===== src/rtl/cfr_pkg.sv =====
// shared types and constants of the chunked frame reassembler
package cfr_pkg;

  // item operation codes
  typedef enum logic [1:0] {
    OP_PACKET  = 2'd0,
    OP_READ    = 2'd1,
    OP_RELEASE = 2'd2
  } op_e;

  // result kinds
  typedef enum logic {
    KIND_COMPLETE = 1'b0,
    KIND_READ     = 1'b1
  } kind_e;

  // configuration register indexes
  typedef enum logic {
    REG_MAGIC_WORD  = 1'b0,
    REG_CHUNK_BYTES = 1'b1
  } cfg_reg_e;

  localparam int unsigned LINK_HEADER_BYTES = 24;
  localparam int unsigned CHUNK_HDR_BYTES   = 12;

  localparam logic [15:0] POS_MAX            = 16'hFFFF;
  localparam logic [31:0] MAGIC_RESET        = 32'hCAFEBABE;
  localparam logic [15:0] CHUNK_BYTES_RESET  = 16'd1000;
  localparam logic [15:0] FRAME_NUMBER_RESET = 16'd9999;

  // result of one item, handed from the parser to the output stage
  typedef struct packed {
    kind_e       kind;
    logic [15:0] frame_length;
    logic [15:0] frame_number;
    logic        rd_ok;
  } cfr_result_t;

endpackage


===== src/rtl/cfr_outq.sv =====
// result pipeline: memory read stage and output register
module cfr_outq (
  input  logic                 clk_i,
  input  logic                 rst_ni,
  input  logic                 res_valid_i,
  input  cfr_pkg::cfr_result_t res_i,
  input  logic [7:0]           rd_data_i,
  output logic                 can_accept_o,
  output logic                 out_valid_o,
  input  logic                 out_ready_i,
  output logic                 result_kind_o,
  output logic [15:0]          frame_length_o,
  output logic [15:0]          frame_number_o,
  output logic [7:0]           read_byte_o
);
  import cfr_pkg::*;

  logic        p1_valid_q;
  cfr_result_t p1_q;
  logic        out_valid_q;
  logic        kind_q;
  logic [15:0] len_q, fn_q;
  logic [7:0]  byte_q;
  logic        adv;

  // stage one moves on when the output register is free or being taken
  assign adv          = p1_valid_q && (!out_valid_q || out_ready_i);
  assign can_accept_o = !p1_valid_q || adv;

  // valid flags
  always_ff @(posedge clk_i or negedge rst_ni) begin
    if (!rst_ni) begin
      p1_valid_q  <= 1'b0;
      out_valid_q <= 1'b0;
    end else begin
      p1_valid_q <= res_valid_i || (p1_valid_q && !adv);
      if (adv) begin
        out_valid_q <= 1'b1;
      end else if (out_ready_i) begin
        out_valid_q <= 1'b0;
      end
    end
  end

  // payload, read data joins the item as it leaves stage one
  always_ff @(posedge clk_i) begin
    if (res_valid_i) begin
      p1_q <= res_i;
    end
    if (adv) begin
      kind_q <= p1_q.kind;
      len_q  <= p1_q.frame_length;
      fn_q   <= p1_q.frame_number;
      byte_q <= p1_q.rd_ok ? rd_data_i : 8'd0;
    end
  end

  assign out_valid_o    = out_valid_q;
  assign result_kind_o  = kind_q;
  assign frame_length_o = len_q;
  assign frame_number_o = fn_q;
  assign read_byte_o    = byte_q;

endmodule


===== config.mk =====
export PLATFORM = sky130hd
export DESIGN_NAME = cfr_outq
export DESIGN_NICKNAME = d
export VERILOG_FILES = /design/src/rtl/cfr_pkg.sv /design/src/rtl/cfr_outq.sv
export SDC_FILE = /design/constraint.sdc
export NUM_CORES = 1
export LEC_CHECK = 0
export BUFFER_PORTS_ARGS = -buffer_cell sky130_fd_sc_hd__buf_2
export CAP_MARGIN = 20
export CORE_MARGIN = 2
export CORE_UTILIZATION = 40
export CTS_CLUSTER_DIAMETER = 30
export CTS_CLUSTER_SIZE = 40
export DETAILED_ROUTE_END_ITERATION = 10
export GPL_ROUTABILITY_DRIVEN = 1
export MAX_ROUTING_LAYER = met4
export PLACE_DENSITY = 0.78
export SYNTH_ARGS = -nofsm -noshare
export SYNTH_HDL_FRONTEND = slang
export SYNTH_SLANG_ARGS = --single-unit

===== constraint.sdc =====
create_clock -name clk_i -period 5.2 [get_ports clk_i]
set_clock_uncertainty 0.05 [all_clocks]
set_input_delay 1.04 -clock clk_i [delete_from_list [all_inputs] [get_ports clk_i]]
set_output_delay 1.04 -clock clk_i [all_outputs]
set_load 0.05 [all_outputs]

After elaboration in Yosys (flattened, before gate mapping)

Index checks and enable logic that the tools add are counted.

Register bits: 77
Output and inout port bits: 43
Word-level logic and storage cells: 21

Multiplexer cells: 2
Reductions and logical operators: 9

Operators with widths:

| cell               | count |
|---|---|
| 1-bit zero test    | 3 |
| 1-bit logical OR   | 3 |
| 1-bit logical AND  | 2 |
| 1-bit 2-to-1 mux   | 2 |
| 2-bit nonzero test | 1 |

Depth between registers and ports, before layout

Word-level depth: 6
Gate-level depth with buffers: 2
Gate-level depth less buffers: 2

Least setup slack after synthesis

OpenSTA, ideal clock, no wires.

Path type: input -> register
Start point: in out_ready_i
End point: reg len_q[0] (netlist: frame_length_o[0]), enable pin
Data arrival time: 2,156 ps
Required time: 4,748 ps
Path slack: 2,591 ps
Stages on the path: 2
Cell sequence: nand2b_1 -> and2_1

Word-level cells in the longest chain between the ends: 2

RTL lines:

| what                   | line           | text |
|---|---|---|
| start: declaration     | cfr_outq.sv:10 | `input logic out_ready_i,` |
| 1-bit logical OR       | cfr_outq.sv:27 | `assign adv = p1_valid_q && (!out_valid_q \|\| out_ready_i);` |
| 1-bit logical AND      | cfr_outq.sv:27 |  |
| named net adv          | cfr_outq.sv:24 | `logic adv;` |
| end signal: assignment | cfr_outq.sv:52 | `len_q <= p1_q.frame_length;` |
| end: declaration       | cfr_outq.sv:22 | `logic [15:0] len_q, fn_q;` |

The timed path passes the listed nets, and every way through them passes these cells.
A chain may end at the register's enable or synchronous reset.

Final worst setup path

Start point: in out_ready_i
End point: out can_accept_o

Word-level cells in the longest chain between the ends: 3

RTL lines:

| what              | line           | text |
|---|---|---|
| 1-bit logical OR  | cfr_outq.sv:27 |  |
| 1-bit logical AND | cfr_outq.sv:27 |  |
| 1-bit logical OR  | cfr_outq.sv:28 | `assign can_accept_o = !p1_valid_q \|\| adv;` |
| end: declaration  | cfr_outq.sv:8  | `output logic can_accept_o,` |

Every way passes these cells.

==> impl_metrics.json <==
{
  "status": "finished clean",
  "grt_pass1_vias": 1075,
  "fin_crit_sh_pct": 50.8,
  "num_rows": 28,
  "ctsHoldBuffers": 0,
  "cts_max_level": 3,
  "final_max_slew_viol_count": 0,
  "placed_cells": 254,
  "die_w_um": 81.3,
  "yosys_warnings": 0,
  "yosysTopAreaCell": "edfxtp_1",
  "core_um2": 5850,
  "fp.dieH_um": 81.3,
  "relSlewSlack_pct": 40.4,
  "synthesis.nets": 137,
  "place.port_buffers": 88,
  "grt_usage_pct": 11.8,
  "rsz0062_at_grt": "no",
  "antenna_found_initial": 0,
  "placed_area_um2": 2920,
  "vias": 1157,
  "final_common_cell": "buf_2",
  "vdd_ir_drop_max_v": 0.000196,
  "setup_violations": 0,
  "antennaDiodeCount": 0,
  "cap_violations": 0,
  "synth_seq_cells": 77,
  "max_freq_ghz": 0.379,
  "grt_overflow": 0,
  "drive_gt1_share_pct": 52.3,
  "synth-simple-area-share_pct": 3.30,
  "power_density_nw_per_um2": 410,
  "grt_pass1_wl_mm": 5.15,
  "synth_area_leaders": "edfxtp_1 (94%), and2_1 (2.4%), dfrtp_1 (2.1%), nand2b_1 (0.52%), a21o_1 (0.31%)",
  "synth-xor-area-share_pct": 0,
  "critPathLaunchType": "input pin",
  "synthToLayoutAreaGrowth_pct": 28.5,
  "start_util_pct": 40.8,
  "clkPwrFrac_pct": 27.4,
  "worstPathRequired_ps": 4110,
  "cp.arrival_ps": 1550,
  "leakage_nw": 1.22,
  "drc": 0,
  "cts_tree": "done",
  "clk_path_buf_depth": 2,
  "drtIter0Drc": 54,
  "path_clk_slew_ps": 70,
  "ctsResizeCount": 0,
  "fin_cells": 268,
  "synth_area_um2": 2390,
  "post_drt_via_cell_ratio": 4.32,
  "syn_inst": 91,
  "nets": 236,
  "seq_area_frac_synth_pct": 96.4,
  "p_seq_share_pct": 59.9,
  "power_switching_w": 0.000318,
  "clk_latency_ps": 330,
  "finalSetupTns_ps": 0,
  "numCtsBuffers": 9,
  "synth_top_family_by_area": "simple AND/OR/NAND/NOR gates",
  "final_antenna_net_count": 0,
  "wl_per_cell_um": 13.5,
  "hp-class": "reg2reg",
  "power_frac_comb_pct": 12.7,
  "place.gp.congestion": 0.655,
  "setup.worst_path.end_class": "output port",
  "synth_area_per_cell_um2": 26.2,
  "crit_type": "in2out",
  "cts-root-buf": "clkbuf_8",
  "worst_pin_slew_ps": 893,
  "power.internal_w": 0.000940,
  "synth_cell_type_count": 7,
  "cts_sinks": 77,
  "fin_crit_ps": 2640,
  "holdWs_ps": 360,
  "swShare_pct": 25.3,
  "muxShareOfSynthArea_pct": 0,
  "hold_violations": 0,
  "finalPower_w": 0.00126,
  "yosys.area_share.adder_pct": 0,
  "io-pin-count": 89,
  "crit_path_max_fanout": 2,
  "post-cts-setup-buffer-count": 0,
  "design_area_um2": 3070,
  "wl_mm": 3.61,
  "layout_common_cells": "buf_2 (88), edfxtp_1 (75), clkbuf_8 (9), and2_1 (8), clkinv_2 (3)",
  "synth-compound-area-share_pct": 0.314,
  "grt_max_degree": 42,
  "synth_top_area_share_pct": 94.3,
  "first_pass_iters": 4,
  "dieArea_um2": 6610
}
-- Yosys cell counts --
library cell,count
nor2b_1,1
a21o_1,1
edfxtp_1,75
dfrtp_1,2
nand2_1,1
and2_1,9
nand2b_1,2
-- path summary, 6_finish.rpt --
path                                              start                            to  slack (ps)  cells past startpoint
worst max-delay path                        out_ready_i                  can_accept_o        2560                      4
worst min-delay path                  p1_q[7]$_DFFE_PP_   frame_number_o[6]$_DFFE_PP_         360                      0
worst max register to register  out_valid_o$_DFFE_PN0P_  frame_length_o[12]$_DFFE_PP_        3550                      2
worst min register to register        p1_q[7]$_DFFE_PP_   frame_number_o[6]$_DFFE_PP_         360                      0
max in group asynchronous                        rst_ni       out_valid_o$_DFFE_PN0P_        4570                      1
min in group asynchronous                        rst_ni          p1_valid_q$_DFF_PN0_         440                      1
-- stage by stage --
stage / util, % / setup WS [ps]
after floorplan: - / 2590
after global placement: 50.0 / 2570
after detailed placement: 50.0 / 2560
after CTS: 52.5 / 2560
after global routing: 52.5 / 2470
final: 52.5 / 2560
-- routing by layer --
layer	global-route usage, %	part of all wire, %
met1	14.0	42
met4	7.63	1.8
met2	16.7	46
met3	4.67	10
met5	-	0
-- worst max-delay path, cell delays in order --
cell and delay [ps]:
buf_2 100, nor2b_1 140, nand2_1 60, buf_2 200
-- sequential cells by signal (all words and copies together) (netlist names) --
signal,count
frame_length_o,16
frame_number_o,16
out_valid_o,1
p1_q,34
p1_valid_q,1
read_byte_o,8
result_kind_o,1
-- layout make-up --
cell class                 count  area (µm²)
clock buffer                  11         131
clock inverter                 3        15.0
fill                         464        2780
multi-input combinational     14        87.6
sequential                    77        2300
tap                           75        93.8
timing repair buffer          88         440
-- power groups by stage --
stage	Clock (W)	Combinational, W	Sequential [W]
finish	0.000345	0.000160	0.000754
global route	0.000382	0.000168	0.000759
CTS	0.000360	0.000162	0.000754
detailed placement	0	0.000162	0.000768
global placement	0	0.000159	0.000765
floorplan	0	0.0000152	0.000862
-- cell families (layout without fill, tap and decap cells) --
logic type | after synthesis | count (layout)
buf+inv | 0 | 102
simple gates | 13 | 13
flops | 77 | 77
compound gates | 1 | 1
Power figures use the tool's default switching activity.
