### config.mk
export PLATFORM = sky130hd
export DESIGN_NAME = cfr_parser
export DESIGN_NICKNAME = d
export VERILOG_FILES = /design/src/rtl/cfr_pkg.sv /design/src/rtl/cfr_parser.sv
export SDC_FILE = /design/constraint.sdc
export NUM_CORES = 1
export LEC_CHECK = 0
export BUFFER_PORTS_ARGS = -buffer_cell sky130_fd_sc_hd__buf_4
export CAP_MARGIN = 10
export CORE_ASPECT_RATIO = 0.8
export CORE_MARGIN = 10
export CORE_UTILIZATION = 68
export DETAILED_ROUTE_END_ITERATION = 10
export PLACE_DENSITY = 0.88
export SYNTH_ARGS = -nofsm -noshare
export SYNTH_HDL_FRONTEND = slang
export SYNTH_SLANG_ARGS = --single-unit
### constraint.sdc
create_clock -name clk_i -period 18.2 [get_ports clk_i]
set_input_delay 2.73 -clock clk_i [delete_from_list [all_inputs] [get_ports clk_i]]
set_output_delay 2.73 -clock clk_i [all_outputs]
set_load 0.05 [all_outputs]
### src/rtl/cfr_pkg.sv
// shared types and constants of the chunked frame reassembler
package cfr_pkg;

  // item operation codes
  typedef enum logic [1:0] {
    OP_PACKET  = 2'd0,
    OP_READ    = 2'd1,
    OP_RELEASE = 2'd2
  } op_e;

  // result kinds
  typedef enum logic {
    KIND_COMPLETE = 1'b0,
    KIND_READ     = 1'b1
  } kind_e;

  // configuration register indexes
  typedef enum logic {
    REG_MAGIC_WORD  = 1'b0,
    REG_CHUNK_BYTES = 1'b1
  } cfg_reg_e;

  localparam int unsigned LINK_HEADER_BYTES = 24;
  localparam int unsigned CHUNK_HDR_BYTES   = 12;

  localparam logic [15:0] POS_MAX            = 16'hFFFF;
  localparam logic [31:0] MAGIC_RESET        = 32'hCAFEBABE;
  localparam logic [15:0] CHUNK_BYTES_RESET  = 16'd1000;
  localparam logic [15:0] FRAME_NUMBER_RESET = 16'd9999;

  // result of one item, handed from the parser to the output stage
  typedef struct packed {
    kind_e       kind;
    logic [15:0] frame_length;
    logic [15:0] frame_number;
    logic        rd_ok;
  } cfr_result_t;

endpackage

### src/rtl/cfr_parser.sv
// packet parser: header capture, chunk checks and buffer write control
module cfr_parser #(
  parameter int unsigned BUFFER_BYTES = 65536,
  parameter int unsigned ADDR_W       = 16
) (
  input  logic                 clk_i,
  input  logic                 rst_ni,
  input  logic                 fire_i,
  input  logic [1:0]           operation_i,
  input  logic [7:0]           data_byte_i,
  input  logic                 end_of_packet_i,
  input  logic                 is_data_frame_i,
  input  logic [15:0]          read_address_i,
  input  logic                 cfg_we_i,
  input  logic                 cfg_index_i,
  input  logic [31:0]          cfg_data_i,
  output logic                 wr_en_o,
  output logic [ADDR_W-1:0]    wr_addr_o,
  output logic [7:0]           wr_data_o,
  output logic                 rd_en_o,
  output logic [ADDR_W-1:0]    rd_addr_o,
  output logic                 res_valid_o,
  output cfr_pkg::cfr_result_t res_o
);
  import cfr_pkg::*;

  localparam logic [15:0] HDR_START  = 16'(LINK_HEADER_BYTES);
  localparam logic [15:0] HDR_END    = 16'(LINK_HEADER_BYTES + CHUNK_HDR_BYTES);
  localparam logic [3:0]  HDR_LAST_K = 4'(CHUNK_HDR_BYTES - 1);

  logic [31:0]       magic_word_q;
  logic [15:0]       chunk_bytes_q;
  logic [15:0]       pos_q, pos_d;
  logic [31:0]       magic_q, magic_d;
  logic [63:0]       hdr_q, hdr_d;
  logic              acc_q, acc_d;
  logic [15:0]       left_q, left_d;
  logic [ADDR_W-1:0] wptr_q, wptr_d;
  logic [15:0]       cur_fn_q, cur_fn_d;
  logic [31:0]       prod_q;

  logic [31:0] magic_now;
  logic [63:0] hdr_now;
  logic        in_hdr, hdr_last, pkt, rd_sel;
  logic [3:0]  hdr_k;
  logic [15:0] fnum, idx, total, len;
  logic        magic_ok, chunk0, fn_ok, fits, hdr_accept, wr_ok, acc_mid, complete;
  logic [32:0] len_sum;

  // configuration registers
  always_ff @(posedge clk_i or negedge rst_ni) begin
    if (!rst_ni) begin
      magic_word_q  <= MAGIC_RESET;
      chunk_bytes_q <= CHUNK_BYTES_RESET;
    end else if (cfg_we_i) begin
      unique case (cfg_reg_e'(cfg_index_i))
        REG_MAGIC_WORD:  magic_word_q  <= cfg_data_i;
        REG_CHUNK_BYTES: chunk_bytes_q <= cfg_data_i[15:0];
      endcase
    end
  end

  // chunk offset, index times stride, registered ahead of its use
  always_ff @(posedge clk_i) begin
    prod_q <= 32'(hdr_q[31:16]) * 32'(chunk_bytes_q);
  end

  // header byte capture
  assign in_hdr = (pos_q >= HDR_START) && (pos_q < HDR_END);
  assign hdr_k  = 4'(pos_q - HDR_START);

  always_comb begin
    magic_now = magic_q;
    hdr_now   = hdr_q;
    for (int i = 0; i < 4; i++) begin
      if (in_hdr && hdr_k == 4'(i)) magic_now[8*i +: 8] = data_byte_i;
    end
    for (int i = 0; i < 8; i++) begin
      if (in_hdr && hdr_k == 4'(i + 4)) hdr_now[8*i +: 8] = data_byte_i;
    end
  end

  assign fnum  = hdr_now[15:0];
  assign idx   = hdr_now[31:16];
  assign total = hdr_now[47:32];
  assign len   = hdr_now[63:48];

  // chunk checks
  assign pkt        = fire_i && (operation_i == OP_PACKET);
  assign rd_sel     = fire_i && (operation_i == OP_READ);
  assign hdr_last   = in_hdr && (hdr_k == HDR_LAST_K);
  assign magic_ok   = (magic_now == magic_word_q);
  assign chunk0     = (idx == 16'd0);
  assign fn_ok      = chunk0 || (fnum == cur_fn_q);
  assign len_sum    = {1'b0, prod_q} + 33'(len);
  assign fits       = (len_sum < 33'(BUFFER_BYTES));
  assign hdr_accept = magic_ok && fn_ok && fits;
  assign wr_ok      = (pos_q >= HDR_END) && (pos_q != POS_MAX) && acc_q && (left_q != 16'd0);
  assign acc_mid    = hdr_last ? hdr_accept : acc_q;
  assign complete   = end_of_packet_i && is_data_frame_i && acc_mid && (total != 16'd0) &&
                      (idx == total - 16'd1);

  // parser next state
  always_comb begin
    pos_d    = pos_q;
    magic_d  = magic_q;
    hdr_d    = hdr_q;
    acc_d    = acc_q;
    left_d   = left_q;
    wptr_d   = wptr_q;
    cur_fn_d = cur_fn_q;
    if (pkt) begin
      if (!is_data_frame_i) begin
        acc_d = 1'b0;
        pos_d = POS_MAX;
      end else begin
        magic_d = magic_now;
        hdr_d   = hdr_now;
        if (hdr_last) begin
          acc_d = hdr_accept;
          if (magic_ok && chunk0) cur_fn_d = fnum;
          if (hdr_accept) begin
            wptr_d = ADDR_W'(prod_q);
            left_d = len;
          end
        end else if (wr_ok) begin
          wptr_d = wptr_q + ADDR_W'(1);
          left_d = left_q - 16'd1;
        end
        if (pos_q != POS_MAX) pos_d = pos_q + 16'd1;
      end
      if (end_of_packet_i) begin
        pos_d = 16'd0;
        acc_d = 1'b0;
      end
    end
  end

  // parser state registers
  always_ff @(posedge clk_i or negedge rst_ni) begin
    if (!rst_ni) begin
      pos_q    <= 16'd0;
      magic_q  <= 32'd0;
      hdr_q    <= 64'd0;
      acc_q    <= 1'b0;
      left_q   <= 16'd0;
      wptr_q   <= '0;
      cur_fn_q <= FRAME_NUMBER_RESET;
    end else begin
      pos_q    <= pos_d;
      magic_q  <= magic_d;
      hdr_q    <= hdr_d;
      acc_q    <= acc_d;
      left_q   <= left_d;
      wptr_q   <= wptr_d;
      cur_fn_q <= cur_fn_d;
    end
  end

  // buffer access
  assign wr_en_o   = pkt && is_data_frame_i && !hdr_last && wr_ok;
  assign wr_addr_o = wptr_q;
  assign wr_data_o = data_byte_i;
  assign rd_en_o   = rd_sel;
  assign rd_addr_o = ADDR_W'(read_address_i);

  // result of this item, a release item gives none
  assign res_valid_o        = rd_sel || (pkt && complete);
  assign res_o.kind         = rd_sel ? KIND_READ : KIND_COMPLETE;
  assign res_o.frame_length = rd_sel ? 16'd0 : len_sum[15:0];
  assign res_o.frame_number = rd_sel ? 16'd0 : cur_fn_d;
  assign res_o.rd_ok        = rd_sel && (32'(read_address_i) < 32'(BUFFER_BYTES));

endmodule

# --- Word level (Yosys, flattened, before mapping) ---
# Cells that the tools add are included.
totals:
  register_bits: 241
  out_inout_bits: 77
  word_cells: 114
op_classes:
  add_sub_neg: 6
  mul: 1
  order_cmp: 4
  eq_ne: 18
  muxes: 31
  n_bitwise: 1
  n_reduce_logical: 43
op_table:
  columns: ["operator", "count"]
  rows:
  - ["$mux W16", 15]
  - ["$mux W8", 12]
  - ["$add A32 B16 Y33", 1]
  - ["$lt A33 B17 Y1 const B", 1]
  - ["$add A16 B1 Y16 const B", 2]
  - ["$eq A16 B16 Y1", 2]
  - ["$eq A32 B32 Y1", 1]
  - ["$mul A16 B16 Y32", 1]
  - ["$reduce_bool A16 Y1", 2]
  - ["$sub A16 B1 Y16 const B", 2]
  - ["$logic_and A1 B1 Y1", 29]
  - ["$eq A4 B3 Y1 const B", 4]
  - ["$eq A4 B4 Y1 const B", 4]
  - ["$ge A16 B5 Y1 const B", 1]
  - ["$ge A16 B6 Y1 const B", 1]
  - ["$logic_not A16 Y1", 1]
  - ["$lt A16 B6 Y1 const B", 1]
  - ["$ne A16 B16 Y1 const B", 1]
  - ["$eq A4 B2 Y1 const B", 2]
  - ["$reduce_and A2 Y1", 4]
  - ["$eq A4 B1 Y1 const B", 1]
  - ["$logic_not A4 Y1", 1]
  - ["$mux W1", 4]
  - ["$reduce_and A4 Y1", 1]
  - ["9 further kinds", 10]

# --- Depth between registers and ports, before layout ---
depth:
  ltp_word: 14
  depth_mapped: 26
  ltp_nobuf: 24

# --- Worst setup path before layout ---
# Ideal clock, no wire load.
synth_timing:
  path_type: "input -> output"
  startpoint: "in data_byte_i[0]"
  endpoint: "out res_valid_o"
  t_arrival_ns: 6.991
  setup_slack_ns: 8.479
  cell_stages: 17
  n_path_buf: 4
  path_cell_list: "clkbuf_1 clkbuf_1 mux2_2 ha_1 fa_1 a211oi_1 o21ai_1 o311a_1 o21a_1 or3_1 a311oi_1 o22a_1 and3_1 buf_4 buf_4 mux2i_1 o21bai_1"
synth_via:
  elab_cells_between_ends: 29
  cone_classes: "add/sub (2); order compare (1); eq/ne (3); mux (13); reduce/logical (10)"
synth_lines:
  columns: ["element", "line", "source"]
  rows:
  - ["start: declaration", "cfr_parser.sv:10", "input logic [7:0] data_byte_i,"]
  - ["$mux W8", "cfr_parser.sv:79", "if (in_hdr && hdr_k == 4'(i + 4)) hdr_now[8*i +: 8] = data_byte_i;"]
  - ["named net hdr_now[48]", "cfr_parser.sv:43", "logic [63:0] hdr_now;"]
  - ["$add A32 B16 Y33", "cfr_parser.sv:95", "assign len_sum = {1'b0, prod_q} + 33'(len);"]
  - ["$lt A33 B17 Y1", "cfr_parser.sv:96", "assign fits = (len_sum < 33'(BUFFER_BYTES));"]
  - ["$logic_and A1 B1 Y1", "cfr_parser.sv:97", "assign hdr_accept = magic_ok && fn_ok && fits;"]
  - ["$mux W1", null, null]
  - ["$logic_and A1 B1 Y1 (3 in series)", "cfr_parser.sv:100", "assign complete = end_of_packet_i && is_data_frame_i && acc_mid && (total != 16'd0) &&"]
  - ["$logic_and A1 B1 Y1", "cfr_parser.sv:168", "assign res_valid_o = rd_sel || (pkt && complete);"]
  - ["$logic_or A1 B1 Y1", "cfr_parser.sv:168", null]
  - ["end: declaration", "cfr_parser.sv:22", "output logic res_valid_o,"]
# The timed path passes the listed nets, and every way through them passes these cells.

# --- Final worst setup path ---
layout_timing:
  startpoint: "in data_byte_i[6]"
  endpoint: "out res_valid_o"
# The elaborated chain is that of the path after synthesis.

==> metrics.md <==
| Metric | Value |
|---|---|
| Startpoint Class | input port |
| Leading cell types by count after synthesis | nand2_1, inv_1, fa_1 |
| Final period util | 0.542 |
| Yosys cell types | 91 |
| First-pass GRT wire length | 108000 um |
| I/O pin total | between 100 and 150 |
| Dpl cells | 2973 |
| Clock transition at path regs | 0.06 ns |
| Root buf cell | clkbuf_16 |
| Post-synth EDFFs | 0 |
| DP HPWL | 49400 um |
| Setup Skew | between 0.02 and 0.025 ns |
| Share of cells above drive strength 1 | 0.128 |
| Gr usage total | 0.324 |
| Worst EP required | 15.47 ns |
| Hold WS | ~0.48 ns |
| Number of port buffers | 109 |
| Area contributors post-synth | dfrtp_1, fa_1, ha_1 |
| Max-slew headroom | 0.264 |
| Routed Antenna Nets | 0 |
| Slew Limit Fails | 0 |
| Top-count cell post-synth | nand2_1 |
| Drt drc | 0 |
| Setup TNS Final | 0 ns |
| Rows | 60 |
| Non-Filler Instances | 3021 |
| Sequential area share after synthesis | 0.258 |
| Vias in the first global route | approximately 20000 |
| Synth warn | 0 |
| Antenna Diode Count | 0 |
| Area share of the largest cell type after synthesis | 0.189 |
| Total number of vias | 19700 |
| Total of max-cap violations | 0 |
| Core area | 33500 um^2 |
| Worst hold path class | flop to flop |
| Initial antenna violation count | 1 |
| Largest net degree at the start of global routing | between 70 and 80 |
| TritonCTS clock tree | done |
| Asr flop ratio synth | 0.867 |
| RSZ-0062 raised after global routing | false |
| Fill cells | 2350 |
| Die span in y | approximately 180 um |
| Status | finished clean |
| Fin area | 24700 um^2 |
| Synth area leader | dfrtp_1 |
| Syn Inst Count | 2580 |
| Final Critical Period | 9.86 ns |
| Pleak | 11.9 nW |
| GPL Wtd Cong | between 0.9 and 1 |
| Final Hold Fails | 0 |
| Final setup violating endpoints | 0 |
| WS Path Type | input port to output pin |
| Wire per inst | 22.4 um |
| DP Area | 23700 um^2 |
| Hold buffer count at cts | 0 |
| CP Max Fanout | 44 |
| Worst setup margin | 8.34 ns |
| Multi-input gate area | 15200 um^2 |
| Skew-Pair Late Insertion Delay | 0.55 ns |
| Power Density | 98.9 nW/um^2 |
| H-Tree Depth | 1 |
| Worst slack at placement | approximately 8.5 ns |
| Num CTS Buffers | 26 |
| Detailed Route WL | 67800 um |
| Die W | ~230 um |
| Initial Util | 0.686 |
| Top FF cell, synth | dfrtp_1 |
| Post-CTS setup buffers | 0 |
| Initial DRC count | 2644 |
| WP data arrival | 7.13 ns |
| Worst Tran Pin Value | 1.10 ns |
| Register Area | 5920 um^2 |
| Syn nets | 2968 |
| Clk sinks | 241 |
| Syn avg cell area | 8.90 um^2 |
| Crit path capture type | output pin |
| CTS max path bufs | 3 |
| Tot Pwr | 2.44 mW |
| Die area | 41600 um^2 |
| Core Util, Final | 0.737 |
| Grt ovf | 0 |
| Final net count | 2955 |
| Vias per cell | 6.53 |
| VDD IR max | 77.0 uV |
| #FFs+latches synth | 241 |
| Pre-Repair DR Iteration Count | 7 |
| F_max | 101 MHz |
| Resized cells post-CTS | 0 |
| Area delta synth->final | 7.40% |
| Cell Area, Synth | about 23000 um^2 |
[report_power, final]
group / total (mW) / internal (mW) / switching (mW)
logic: 1.15 / 0.449 / 0.702
clock network: 0.569 / 0.339 / 0.230
registers: 0.718 / 0.607 / 0.111
total: 2.44 / 1.39 / 1.04
[cell families (layout without fill, tap and decap cells)]
kind of cell / Yosys count / after routing / synth area share
AO/OA/AOI/OAI: 471 / 471 / 0.135
AND/OR/NAND/NOR: 827 / 827 / 0.177
XOR/XNOR: 123 / 123 / 0.0469
multiplexers: 130 / 130 / 0.0613
adder cells (fa/ha/maj): 323 / 323 / 0.240
buffers and inverters: 465 / 472 / 0.0821
flip-flops: 241 / 241 / 0.258
[per-layer routing]
metal	vias up	routed length, um	GRT usage
li1	8641	-	-
met1	9488	26900	0.443
met2	1342	28900	0.481
met3	241	9700	0.112
met4	2	2290	0.0874
met5	-	3	0
[layout make-up]
cell class / count / share of cell area
timing repair buffer: 134 / 0.0410
tap: 434 / 0.0220
multi-input combinational: 1874 / 0.615
clock buffer: 36 / 0.0325
sequential: 241 / 0.240
clock inverter: 12 / 0.00533
inverter: 290 / 0.0441
[path summary, 6_finish.rpt]
kind / from / end / slack, ns / depth (start not counted)
min in group asynchronous: rst_ni / wr_addr_o[13]$_DFFE_PN0P_ / 2.17 / 1
setup / recovery: data_byte_i[6] / res_valid_o / 8.34 / 16
setup reg to reg: hdr_q[23]$_DFFE_PN0P_ / prod_q[31]$_DFF_P_ / 10.55 / 23
hold / removal: hdr_q[53]$_DFFE_PN0P_ / hdr_q[53]$_DFFE_PN0P_ / 0.48 / 2
hold reg to reg: hdr_q[53]$_DFFE_PN0P_ / hdr_q[53]$_DFFE_PN0P_ / 0.48 / 2
max in group asynchronous: rst_ni / magic_q[20]$_DFFE_PN0P_ / 14.63 / 2
[flip-flops by register name (all words and copies together) (netlist names)]
signal	cells
magic_q	32
hdr_q	64
left_q	16
magic_word_q	32
cur_fn_q	16
acc_q	1
wr_addr_o	16
chunk_bytes_q	16
pos_q	16
prod_q	32
[cells in the final DEF, fill, tap and decap left out, drive strengths merged, types with 9 or more instances in the layout]
master and count:
dfstp 36, a31oi 24, o21a 11, fa 195, and2 126, o21ai 143, a21oi 82, o31ai 9
buf 133, mux2 86, a21o 24, nor2 114, ha 128, xor2 52, o221ai 10, clkbuf 37
nor3 67, inv 295, and3 26, a22o 12, a211oi 42, xnor2 71, a221oi 9, mux2i 44
nand3 56, o211ai 10, dfrtp 173, or3 10, o22ai 12, o21bai 12, dfxtp 32, nor2b 15
nand2b 14, nand4 24, nor4 24, nand2 319
[worst max-delay path: stages]
cell	delay, ns
buf_4	0.29
inv_1	0.30
buf_4	0.27
o21ai_0	0.23
ha_1	0.36
a21o_1	0.21
a21oi_1	0.34
nand2_1	0.17
a311o_1	0.33
a2111oi_0	0.45
and4_1	0.32
and3_1	0.17
buf_4	0.41
mux2i_1	0.14
o21bai_1	0.17
buf_4	0.22
(Power assumes the default switching activity.)
